===== config.mk =====
export PLATFORM = sky130hd
export DESIGN_NAME = sensor_frame_receiver_flat
export DESIGN_NICKNAME = d
export VERILOG_FILES = /design/src/hw/rtl/sfr_pkg.sv /design/src/hw/rtl/sfr_if.sv /design/src/hw/rtl/sensor_frame_receiver.sv /design/src/flat_wrapper.sv
export VERILOG_INCLUDE_DIRS = /design/src /design/src/hw/rtl
export SDC_FILE = /design/constraint.sdc
export NUM_CORES = 1
export LEC_CHECK = 0
export BUFFER_PORTS_ARGS = -buffer_cell sky130_fd_sc_hd__buf_2
export CORE_ASPECT_RATIO = 1.2
export CORE_MARGIN = 1
export CORE_UTILIZATION = 60
export DETAILED_ROUTE_END_ITERATION = 8
export PLACE_DENSITY = 0.81
export SYNTH_ARGS = -nofsm -noshare
export SYNTH_HDL_FRONTEND = slang
export SYNTH_SLANG_ARGS = --single-unit

===== constraint.sdc =====
create_clock -name clock -period 5.1 [get_ports clock]
set_clock_uncertainty 0.1 [all_clocks]
set_input_delay 0.255 -clock clock [delete_from_list [all_inputs] [get_ports clock]]
set_output_delay 0.255 -clock clock [all_outputs]
set_load 0.02 [all_outputs]

===== src/hw/rtl/sensor_frame_receiver_assert.svh =====
// Assertion macros for the sensor frame receiver.
// Included by the top level; depends on nothing else.
`ifndef SENSOR_FRAME_RECEIVER_ASSERT_SVH
`define SENSOR_FRAME_RECEIVER_ASSERT_SVH

// Same-cycle implication, disabled during reset.
`define SFR_ASSERT_IMPLY(label, clk, rst, ante, cons) \
   label: assert property (@(posedge clk) disable iff (rst) (ante) |-> (cons)) \
      else $error("sensor frame receiver: implication failed");

// Next-cycle implication, disabled during reset.
`define SFR_ASSERT_NEXT(label, clk, rst, ante, cons) \
   label: assert property (@(posedge clk) disable iff (rst) (ante) |=> (cons)) \
      else $error("sensor frame receiver: next-cycle check failed");

`endif


===== src/hw/rtl/sfr_pkg.sv =====
// Shared types, codes and the CRC-8 byte update for the sensor frame receiver.
// No dependencies.
`timescale 1ns / 1ps

package sfr_pkg;

   typedef logic [7:0]  byte_type;
   typedef logic [2:0]  status_type;
   typedef logic [2:0]  pos_type;
   typedef logic [15:0] altitude_type;

   // Frame markers and CRC polynomial
   localparam byte_type HEAD_BYTE = 8'h55;
   localparam byte_type TAIL_BYTE = 8'haa;
   localparam byte_type DATA_KEY  = 8'h07;
   localparam byte_type CRC_POLY  = 8'h31;

   // Byte positions within a frame
   localparam pos_type POS_HEAD  = 3'd0;
   localparam pos_type POS_KEY   = 3'd1;
   localparam pos_type POS_VAL3  = 3'd2;
   localparam pos_type POS_VAL2  = 3'd3;
   localparam pos_type POS_VAL1  = 3'd4;
   localparam pos_type POS_VAL0  = 3'd5;
   localparam pos_type POS_CRC   = 3'd6;
   localparam pos_type POS_TAIL  = 3'd7;

   // Frame status codes
   localparam status_type ST_NORMAL    = 3'd0;
   localparam status_type ST_RANGE     = 3'd1;
   localparam status_type ST_BAD_FRAME = 3'd2;
   localparam status_type ST_BAD_CRC   = 3'd3;
   localparam status_type ST_OTHER_KEY = 3'd4;

   // CRC-8, MSB first, one byte per call
   function automatic byte_type crc8_byte(input byte_type crc, input byte_type data);
      byte_type c;
      c = crc ^ data;
      for (int k = 0; k < 8; k++) begin
         if (c[7]) begin
            c = {c[6:0], 1'b0} ^ CRC_POLY;
         end else begin
            c = {c[6:0], 1'b0};
         end
      end
      return c;
   endfunction

endpackage


===== src/hw/rtl/sfr_if.sv =====
// Valid/ready channel interfaces for the sensor frame receiver.
// Depends on sfr_pkg.
`timescale 1ns / 1ps

// Received byte channel
interface sfr_req_if;
   import sfr_pkg::*;
   logic     valid;
   logic     ready;
   byte_type rx_byte;
   logic     frame_start;

   modport source (output valid, output rx_byte, output frame_start, input ready);
   modport sink   (input valid, input rx_byte, input frame_start, output ready);
endinterface

// Frame status channel
interface sfr_rsp_if;
   import sfr_pkg::*;
   logic         valid;
   logic         ready;
   status_type   frame_status;
   altitude_type altitude;
   logic         updated;

   modport source (output valid, output frame_status, output altitude, output updated,
                   input ready);
   modport sink   (input valid, input frame_status, input altitude, input updated,
                   output ready);
endinterface


===== src/hw/rtl/sensor_frame_receiver.sv =====
// Sensor frame receiver: frames 8-byte sensor packets, checks head, tail and
// CRC-8 (poly 0x31, init 0) and keeps the last altitude reading. Takes one
// received byte per beat and gives one status beat on the eighth byte of a
// frame. A byte with frame_start set restarts the byte count at the head.
// Throughput is one byte per clock while the output is not stalled; each
// byte passes an input register and the eighth one lands in the result
// register, so a status follows its tail byte through both registers, and
// waits longer while an earlier status is untaken. The per-byte CRC update
// is an unrolled XOR network between the input and CRC registers. The input
// side stalls only while a tail byte waits behind an untaken result.
// Depends on sfr_pkg, sfr_if and sensor_frame_receiver_assert.svh.
`timescale 1ns / 1ps
`include "sensor_frame_receiver_assert.svh"

module sensor_frame_receiver (
   input logic clock,
   input logic reset,
   sfr_req_if.sink   req_chan,
   sfr_rsp_if.source rsp_chan
);
   import sfr_pkg::*;

   // Input register
   logic     s1_valid_ff, s1_valid_in;
   byte_type s1_byte_ff, s1_byte_in;
   logic     s1_start_ff, s1_start_in;

   // Frame state
   pos_type      byte_index_ff, byte_index_in;
   byte_type     crc_ff, crc_in;
   logic         head_ok_ff, head_ok_in;
   logic         key_data_ff, key_data_in;
   logic         top_zero_ff, top_zero_in;
   altitude_type low_bytes_ff, low_bytes_in;
   logic         crc_match_ff, crc_match_in;
   altitude_type altitude_ff, altitude_in;

   // Result register
   logic         rsp_valid_ff, rsp_valid_in;
   status_type   rsp_status_ff, rsp_status_in;
   altitude_type rsp_alt_ff, rsp_alt_in;
   logic         rsp_upd_ff, rsp_upd_in;

   pos_type  pos;
   logic     is_last;
   logic     out_free;
   logic     s1_go;
   logic     req_take;
   byte_type crc_next;

   // Handshake and advance control
   assign pos      = s1_start_ff ? POS_HEAD : byte_index_ff;
   assign is_last  = (pos == POS_TAIL);
   assign out_free = !rsp_valid_ff || rsp_chan.ready;
   assign s1_go    = s1_valid_ff && (!is_last || out_free);
   assign req_chan.ready = !s1_valid_ff || s1_go;
   assign req_take = req_chan.valid && req_chan.ready;
   assign crc_next = crc8_byte(crc_ff, s1_byte_ff);

   // Load the input register
   always_comb begin
      s1_valid_in = s1_valid_ff;
      s1_byte_in  = s1_byte_ff;
      s1_start_in = s1_start_ff;
      if (req_take) begin
         s1_valid_in = 1'b1;
         s1_byte_in  = req_chan.rx_byte;
         s1_start_in = req_chan.frame_start;
      end else if (s1_go) begin
         s1_valid_in = 1'b0;
      end
   end

   // Advance the frame state and build the status beat
   always_comb begin
      byte_index_in = byte_index_ff;
      crc_in        = crc_ff;
      head_ok_in    = head_ok_ff;
      key_data_in   = key_data_ff;
      top_zero_in   = top_zero_ff;
      low_bytes_in  = low_bytes_ff;
      crc_match_in  = crc_match_ff;
      altitude_in   = altitude_ff;
      rsp_status_in = rsp_status_ff;
      rsp_alt_in    = rsp_alt_ff;
      rsp_upd_in    = rsp_upd_ff;
      rsp_valid_in  = rsp_valid_ff && !rsp_chan.ready;
      if (s1_go) begin
         byte_index_in = pos + 3'd1;
         case (pos)
            POS_HEAD: begin
               head_ok_in = (s1_byte_ff == HEAD_BYTE);
               crc_in     = '0;
            end
            POS_KEY: begin
               key_data_in = (s1_byte_ff == DATA_KEY);
               crc_in      = crc_next;
            end
            POS_VAL3: begin
               top_zero_in = (s1_byte_ff == 8'h00);
               crc_in      = crc_next;
            end
            POS_VAL2: begin
               crc_in = crc_next;
            end
            POS_VAL1: begin
               low_bytes_in = {s1_byte_ff, low_bytes_ff[7:0]};
               crc_in       = crc_next;
            end
            POS_VAL0: begin
               low_bytes_in = {low_bytes_ff[15:8], s1_byte_ff};
               crc_in       = crc_next;
            end
            POS_CRC: begin
               crc_match_in = (s1_byte_ff == crc_ff);
            end
            default: begin
               // Tail byte: judge the frame and emit one beat
               rsp_valid_in = 1'b1;
               rsp_upd_in   = 1'b0;
               if (!head_ok_ff || (s1_byte_ff != TAIL_BYTE)) begin
                  rsp_status_in = ST_BAD_FRAME;
               end else if (!crc_match_ff) begin
                  rsp_status_in = ST_BAD_CRC;
               end else if (!key_data_ff) begin
                  rsp_status_in = ST_OTHER_KEY;
               end else if (top_zero_ff) begin
                  rsp_status_in = ST_NORMAL;
                  altitude_in   = low_bytes_ff;
                  rsp_upd_in    = 1'b1;
               end else begin
                  rsp_status_in = ST_RANGE;
                  altitude_in   = '0;
                  rsp_upd_in    = 1'b1;
               end
               rsp_alt_in = altitude_in;
            end
         endcase
      end
   end

   // Control registers
   always_ff @(posedge clock) begin
      if (reset) begin
         s1_valid_ff   <= 1'b0;
         rsp_valid_ff  <= 1'b0;
         byte_index_ff <= '0;
         crc_ff        <= '0;
         head_ok_ff    <= 1'b0;
         key_data_ff   <= 1'b0;
         top_zero_ff   <= 1'b0;
         low_bytes_ff  <= '0;
         crc_match_ff  <= 1'b0;
         altitude_ff   <= '0;
      end else begin
         s1_valid_ff   <= s1_valid_in;
         rsp_valid_ff  <= rsp_valid_in;
         byte_index_ff <= byte_index_in;
         crc_ff        <= crc_in;
         head_ok_ff    <= head_ok_in;
         key_data_ff   <= key_data_in;
         top_zero_ff   <= top_zero_in;
         low_bytes_ff  <= low_bytes_in;
         crc_match_ff  <= crc_match_in;
         altitude_ff   <= altitude_in;
      end
   end

   // Payload registers
   always_ff @(posedge clock) begin
      s1_byte_ff    <= s1_byte_in;
      s1_start_ff   <= s1_start_in;
      rsp_status_ff <= rsp_status_in;
      rsp_alt_ff    <= rsp_alt_in;
      rsp_upd_ff    <= rsp_upd_in;
   end

   // Drive the result channel
   assign rsp_chan.valid        = rsp_valid_ff;
   assign rsp_chan.frame_status = rsp_status_ff;
   assign rsp_chan.altitude     = rsp_alt_ff;
   assign rsp_chan.updated      = rsp_upd_ff;

   // Checks
   `SFR_ASSERT_IMPLY(a_stall_only_on_output, clock, reset, s1_valid_ff && !s1_go,
      rsp_valid_ff && !rsp_chan.ready)
   `SFR_ASSERT_NEXT(a_tail_gives_beat, clock, reset, s1_go && is_last, rsp_valid_ff)
   `SFR_ASSERT_IMPLY(a_reject_no_update, clock, reset, rsp_valid_ff && !rsp_upd_ff,
      rsp_status_ff == ST_BAD_FRAME || rsp_status_ff == ST_BAD_CRC ||
      rsp_status_ff == ST_OTHER_KEY)
   `SFR_ASSERT_IMPLY(a_range_zeroes_alt, clock, reset,
      rsp_valid_ff && rsp_status_ff == ST_RANGE, rsp_alt_ff == 16'h0000 && rsp_upd_ff)

endmodule

===== src/flat_wrapper.sv =====
// flat-port wrapper written by rule: the top's interface ports become plain ports
module sensor_frame_receiver_flat import sfr_pkg::*;
  (clock, reset, req_chan_valid, req_chan_rx_byte, req_chan_frame_start, req_chan_ready, rsp_chan_valid, rsp_chan_frame_status, rsp_chan_altitude, rsp_chan_updated, rsp_chan_ready);
  sfr_req_if req_chan_i ();
  sfr_rsp_if rsp_chan_i ();
  input logic clock;
  input logic reset;
  input wire logic [$bits(req_chan_i.valid)-1:0] req_chan_valid;
  input wire logic [$bits(req_chan_i.rx_byte)-1:0] req_chan_rx_byte;
  input wire logic [$bits(req_chan_i.frame_start)-1:0] req_chan_frame_start;
  output wire logic [$bits(req_chan_i.ready)-1:0] req_chan_ready;
  output wire logic [$bits(rsp_chan_i.valid)-1:0] rsp_chan_valid;
  output wire logic [$bits(rsp_chan_i.frame_status)-1:0] rsp_chan_frame_status;
  output wire logic [$bits(rsp_chan_i.altitude)-1:0] rsp_chan_altitude;
  output wire logic [$bits(rsp_chan_i.updated)-1:0] rsp_chan_updated;
  input wire logic [$bits(rsp_chan_i.ready)-1:0] rsp_chan_ready;
  assign req_chan_i.valid = req_chan_valid;
  assign req_chan_i.rx_byte = req_chan_rx_byte;
  assign req_chan_i.frame_start = req_chan_frame_start;
  assign req_chan_ready = req_chan_i.ready;
  assign rsp_chan_valid = rsp_chan_i.valid;
  assign rsp_chan_frame_status = rsp_chan_i.frame_status;
  assign rsp_chan_altitude = rsp_chan_i.altitude;
  assign rsp_chan_updated = rsp_chan_i.updated;
  assign rsp_chan_i.ready = rsp_chan_ready;
  sensor_frame_receiver u_core (.clock(clock), .reset(reset), .req_chan(req_chan_i), .rsp_chan(rsp_chan_i));
endmodule

# Yosys cells after proc, flatten, opt, wreduce, memory -nomap -nowiden

Index checks and enable logic that the tools add are counted.
W data, S select, Z words.

Div/mod/pow operators: 0
Muxes and demuxes: 23
Equal/unequal tests: 11
Shift-type cells: 0
Reduce and logical (&&, ||, !) cells: 27
$mul: 0
Bitwise logic cells: 13
Add/sub/neg operators: 1
$lt $le $gt $ge: 0

Operators by type and width:

| kind                  | count |
|---|---|
| $mux W16              | 4 |
| $mux W6               | 8 |
| $pmux W16 S2          | 1 |
| $not A3 Y3            | 8 |
| $pmux W8 S2           | 1 |
| $eq A3 B3 Y1 const B  | 4 |
| $reduce_and A2 Y1     | 6 |
| $eq A8 B3 Y1 const B  | 1 |
| $eq A8 B7 Y1 const B  | 1 |
| $eq A8 B8 Y1          | 1 |
| $logic_not A8 Y1      | 1 |
| $ne A8 B8 Y1 const B  | 1 |
| $xor A8 B8 Y8         | 1 |
| $mux W1               | 7 |
| $reduce_or A7 Y1      | 1 |
| $eq A3 B2 Y1 const B  | 2 |
| $mux W3               | 2 |
| $reduce_and A3 Y1     | 2 |
| $logic_not A1 Y1      | 5 |
| $reduce_or A5 Y1      | 1 |
| $logic_or A1 B1 Y1    | 4 |
| $not A1 Y1            | 4 |
| $reduce_bool A2 Y1    | 2 |
| $add A3 B1 Y3 const B | 1 |
| other kinds (4)       | 6 |

Bits in latches: 0
Flip-flop bits (word level): 78
Logic and storage cells: 92
Memories: 0
Memory bits (writable): 0
Bits in read-only memories: 0

# Logic depth before layout (Yosys ltp)

Word-level depth: 18
Depth in mapped cells: 11
Mapped depth without buffers: 9

# Worst setup path after synthesis

No wires, ideal clock.

Kind: reg-to-reg
Start point: reg u_core.s1_start_ff
End point: reg u_core.rsp_alt_ff[0], in the netlist u_core.rsp_chan.altitude[0], enable pin
Buffers on the path: 1
Slack: 2.600 ns
Arrival: 2.021 ns
Library setup time: 0.379 ns
Cell stages (with the launch flop): 9
Cells stage by stage: edfxtp_1 > nand2b_1 > inv_1 > ha_1 > ha_1 > nand3b_1 > and2_1 > clkbuf_1 > and2_1

Word-level cells in the longest chain between the ends: 6
Elaborated cells between the ends (all ways): 15
Classes of those cells: 7 x eq/ne; 1 x mux; 1 x bitwise; 6 x reduce/logical

RTL lines:

| element                                                                  | RTL line                     | text |
|---|---|---|
| start, declared                                                          | sensor_frame_receiver.sv:26  | `logic s1_start_ff, s1_start_in;` |
| start signal, assigned                                                   | sensor_frame_receiver.sv:172 | `s1_start_ff <= s1_start_in;` |
| $mux W3 (*)                                                              | sensor_frame_receiver.sv:52  | `assign pos = s1_start_ff ? POS_HEAD : byte_index_ff;` |
| parallel branches: the longest is 4 deep, another holds $reduce_or A7 Y1 | n/a                          |  |
| $reduce_and A2 Y1 (no line) (*)                                          | n/a                          |  |
| end signal, assigned                                                     | sensor_frame_receiver.sv:174 | `rsp_alt_ff <= rsp_alt_in;` |
| end, declared                                                            | sensor_frame_receiver.sv:41  | `altitude_type rsp_alt_ff, rsp_alt_in;` |

Every way passes the cells marked *.
A chain may end at the register's enable or synchronous reset.

# Worst setup path after layout

Start point: reg u_core.s1_byte_ff[2]
End point: reg u_core.altitude_ff[5]

Word-level cells in the longest chain between the ends: 3

RTL lines:

| element                | RTL line                     | text |
|---|---|---|
| start, declared        | sensor_frame_receiver.sv:25  | `byte_type s1_byte_ff, s1_byte_in;` |
| start signal, assigned | sensor_frame_receiver.sv:171 | `s1_byte_ff <= s1_byte_in;` |
| $ne A8 B8 Y1           | sensor_frame_receiver.sv:121 | `if (!head_ok_ff \|\| (s1_byte_ff != TAIL_BYTE)) begin` |
| $logic_or A1 B1 Y1     | sensor_frame_receiver.sv:121 |  |
| $mux W16               | sensor_frame_receiver.sv:121 |  |
| end signal, assigned   | sensor_frame_receiver.sv:165 | `altitude_ff <= altitude_in;` |
| end, declared          | sensor_frame_receiver.sv:36  | `altitude_type altitude_ff, altitude_in;` |

No other way between the ends.

==> impl_metrics.env <==
export IMPL_core_area_um2=5334
export IMPL_dp_cells=380
export IMPL_grt_setup_unrepaired="false"
export IMPL_synth_common_cells="dfxtp_1 (49), nor2_1 (43), mux2i_1 (35)"
export IMPL_ant_nets=0
export IMPL_die_w_um=70.45
export IMPL_syn_to_final_growth_pct=14.13
export IMPL_ys_top_cells_by_area="dfxtp_1 (29%), edfxtp_1 (26%), mux2i_1 (10%)"
export IMPL_synthesis_area_um2=3373
export IMPL_postCtsSetupBuffers=0
export IMPL_io_pins=35
export IMPL_wire_per_inst_um=15.09
export IMPL_cts_tree="done"
export IMPL_grt_antenna_before_repair=0
export IMPL_worstSetupPathType="reg2reg"
export IMPL_outcome="finished, final reports clean"
export IMPL_yosys_area_top_type="dfxtp_1"
export IMPL_cp_arrival_ns=3.21
export IMPL_postLayoutCellArea_um2=3850
export IMPL_total_leakage_power_nw=1.639
export IMPL_stdcell_count=405
export IMPL_max_freq_ghz=0.3220
export IMPL_fill_cells=385
export IMPL_clock_sinks=78
export IMPL_cp_required_ns=5.21
export IMPL_drive_gt1_frac=0.1983
export IMPL_synth_top_cell_area_share=0.2908
export IMPL_fin_tns_setup_ns=0
export IMPL_wl_met3_um=228
export IMPL_hold_violations=0
export IMPL_min_period_over_period=0.6090
export IMPL_ys_flop_type="dfxtp_1"
export IMPL_syn_avg_cell_area_um2=11.43
export IMPL_path_clk_slew_ns=0.08
export IMPL_fp_row_count=29
export IMPL_clockBufferDepth=2
export IMPL_cts_buffers=9
export IMPL_cp_start_kind="flop"
export IMPL_layout_min_cycle_time_ns=3.106
export IMPL_grt_use_total=0.2244
export IMPL_ys_ff_latch=78
export IMPL_dr_wl_met2_um=2994
export IMPL_vias=2238
export IMPL_reg2reg_slack_ns=1.99
export IMPL_vdd_drop_max_v=0.0002602
export IMPL_dr_pass1_iters=4
export IMPL_yosysWarnings=0
export IMPL_async_flop_share=0
export IMPL_grt_pass1_wl_um=10370
export IMPL_die_h_um=84.14
export IMPL_grt_max_degree=47
export IMPL_overflow=0
export IMPL_path_max_fanout=18
export IMPL_power_density_nw_per_um2=311.7
export IMPL_io_buffer_count=34
export IMPL_cts_root_buffer="clkbuf_8"
export IMPL_synth_edf_count=29
export IMPL_detail_route_vias_per_cell=5.526
export IMPL_place_area_um2=3562
export IMPL_synth_seq_area_share=0.5490
export IMPL_dpl_hpwl_um=3879
export IMPL_top_layer="met4"
export IMPL_slew_headroom=0.3528
export IMPL_cts_resized=0
export IMPL_remaining_drc_errors=0
export IMPL_worst_skew_pair_late_latency_ns=0.34
export IMPL_maxCapViolations=0
export IMPL_place_congestion=0.8445
export IMPL_num_nets_final=357
export IMPL_drt_total_wl_um=6113
export IMPL_synth_fp_nets=314
export IMPL_hold_class="in2reg"
export IMPL_cts_hold_fix_buffers=9
export IMPL_dieArea_um2=5927
export IMPL_setup_violations=0
export IMPL_netlist_instances=295
export IMPL_n_antenna_cell=0
export IMPL_drv_slew=0
export IMPL_end_kind="flop"
export IMPL_tightest_slew_ns=0.9708
export IMPL_htree_levels=3
export IMPL_routedLengthMet1_um=2753
export IMPL_initial_core_util=0.6324
export IMPL_yosysMostFrequentCell="dfxtp_1"
export IMPL_synth_distinct_cells=33
export IMPL_initialDrtViolationCount=81
export IMPL_grt_pass1_vias=2227
-- report_power, final --
group | total [mW] | switching (mW) | internal (mW) | leakage [nW]
Clock | 0.454 | 0.217 | 0.238 | 0.100
Combinational | 0.0814 | 0.0451 | 0.0363 | 0.844
Sequential | 0.664 | 0.0132 | 0.651 | 0.695
Total | 1.20 | 0.275 | 0.925 | 1.64
-- cells by family after synthesis --
logic type / after synthesis / synth area share
DFF: 78 / 0.5490
adders and majority gates: 6 / 0.02225
AOI/OAI and AO/OA: 18 / 0.03672
muxes: 51 / 0.1573
xor gates and xnor gates: 21 / 0.05452
buffers and inverters: 19 / 0.02745
and+or+nand+nor: 102 / 0.1528
-- cells in the final DEF, fill, tap and decap left out, types with 3 or more instances in the layout --
cell	count
a21oi_1	6
a22o_1	5
a22oi_1	3
and2_1	19
and3_1	3
buf_2	34
clkbuf_8	10
dfxtp_1	49
dlygate4sd3_1	9
edfxtp_1	29
ha_1	6
inv_1	7
mux2_2	16
mux2i_1	35
nand2_1	11
nand3_1	6
nand4_1	4
nor2_1	43
nor2b_1	4
nor3_1	3
xnor2_1	16
xor2_1	5
-- critical path, stage by stage (launching register included) --
cell	delay (ns)
edfxtp_1	0.49
or4_4	0.61
nor4_4	0.27
buf_4	0.29
and3_1	0.85
mux2i_1	0.29
nor2_1	0.05
-- cell type report --
class                      instances  area (µm²)  area share
clock buffer                      10       137.6     0.03575
clock inverter                     6       60.06     0.01560
inverter                           7       26.28    0.006825
multi-input combinational        198        1429      0.3711
sequential                        78        1852      0.4810
tap                               62       77.57     0.02015
timing repair buffer              44       267.8     0.06955
-- through the flow --
stage | power [mW] | setup slack (ns) | util | hold WS [ns]
finish | 1.200 | 1.994 | 0.7218 | 0.05539
global route | 1.241 | 1.775 | 0.7218 | 0.05834
CTS | 1.206 | 2.009 | 0.7218 | 0.04649
detailed placement | 0.7522 | 2.040 | 0.6678 | 0.3331
global placement | 0.7508 | 2.055 | 0.6678 | 0.3320
floorplan | 0.7326 | 2.600 | - | 0.2539
-- flip-flops by register name, summed over array words and instances, names as in the netlist, 3 cells and up --
name / flops
u_core.rsp_chan.altitude: 16
u_core.byte_index_ff: 3
u_core.crc_ff: 8
u_core.low_bytes_ff: 16
u_core.altitude_ff: 16
u_core.s1_byte_ff: 8
u_core.rsp_chan.frame_status: 3
-- path summary, 6_finish.rpt --
path	from	to	cells after the start
worst max-delay path	u_core.s1_byte_ff[2]	u_core.altitude_ff[5]	6
worst min-delay path	req_chan_valid	u_core.s1_valid_ff	3
worst max register to register	u_core.s1_byte_ff[2]	u_core.altitude_ff[5]	6
worst min register to register	u_core.byte_index_ff[1]	u_core.byte_index_ff[1]	2
-- routing by layer --
layer,track usage,vias to the layer above
li1,-,1106
met1,0.2776,1073
met2,0.3766,50
met3,0.05282,9
met4,0.09091,0
met5,0,-
Power figures use the tool's default switching activity.
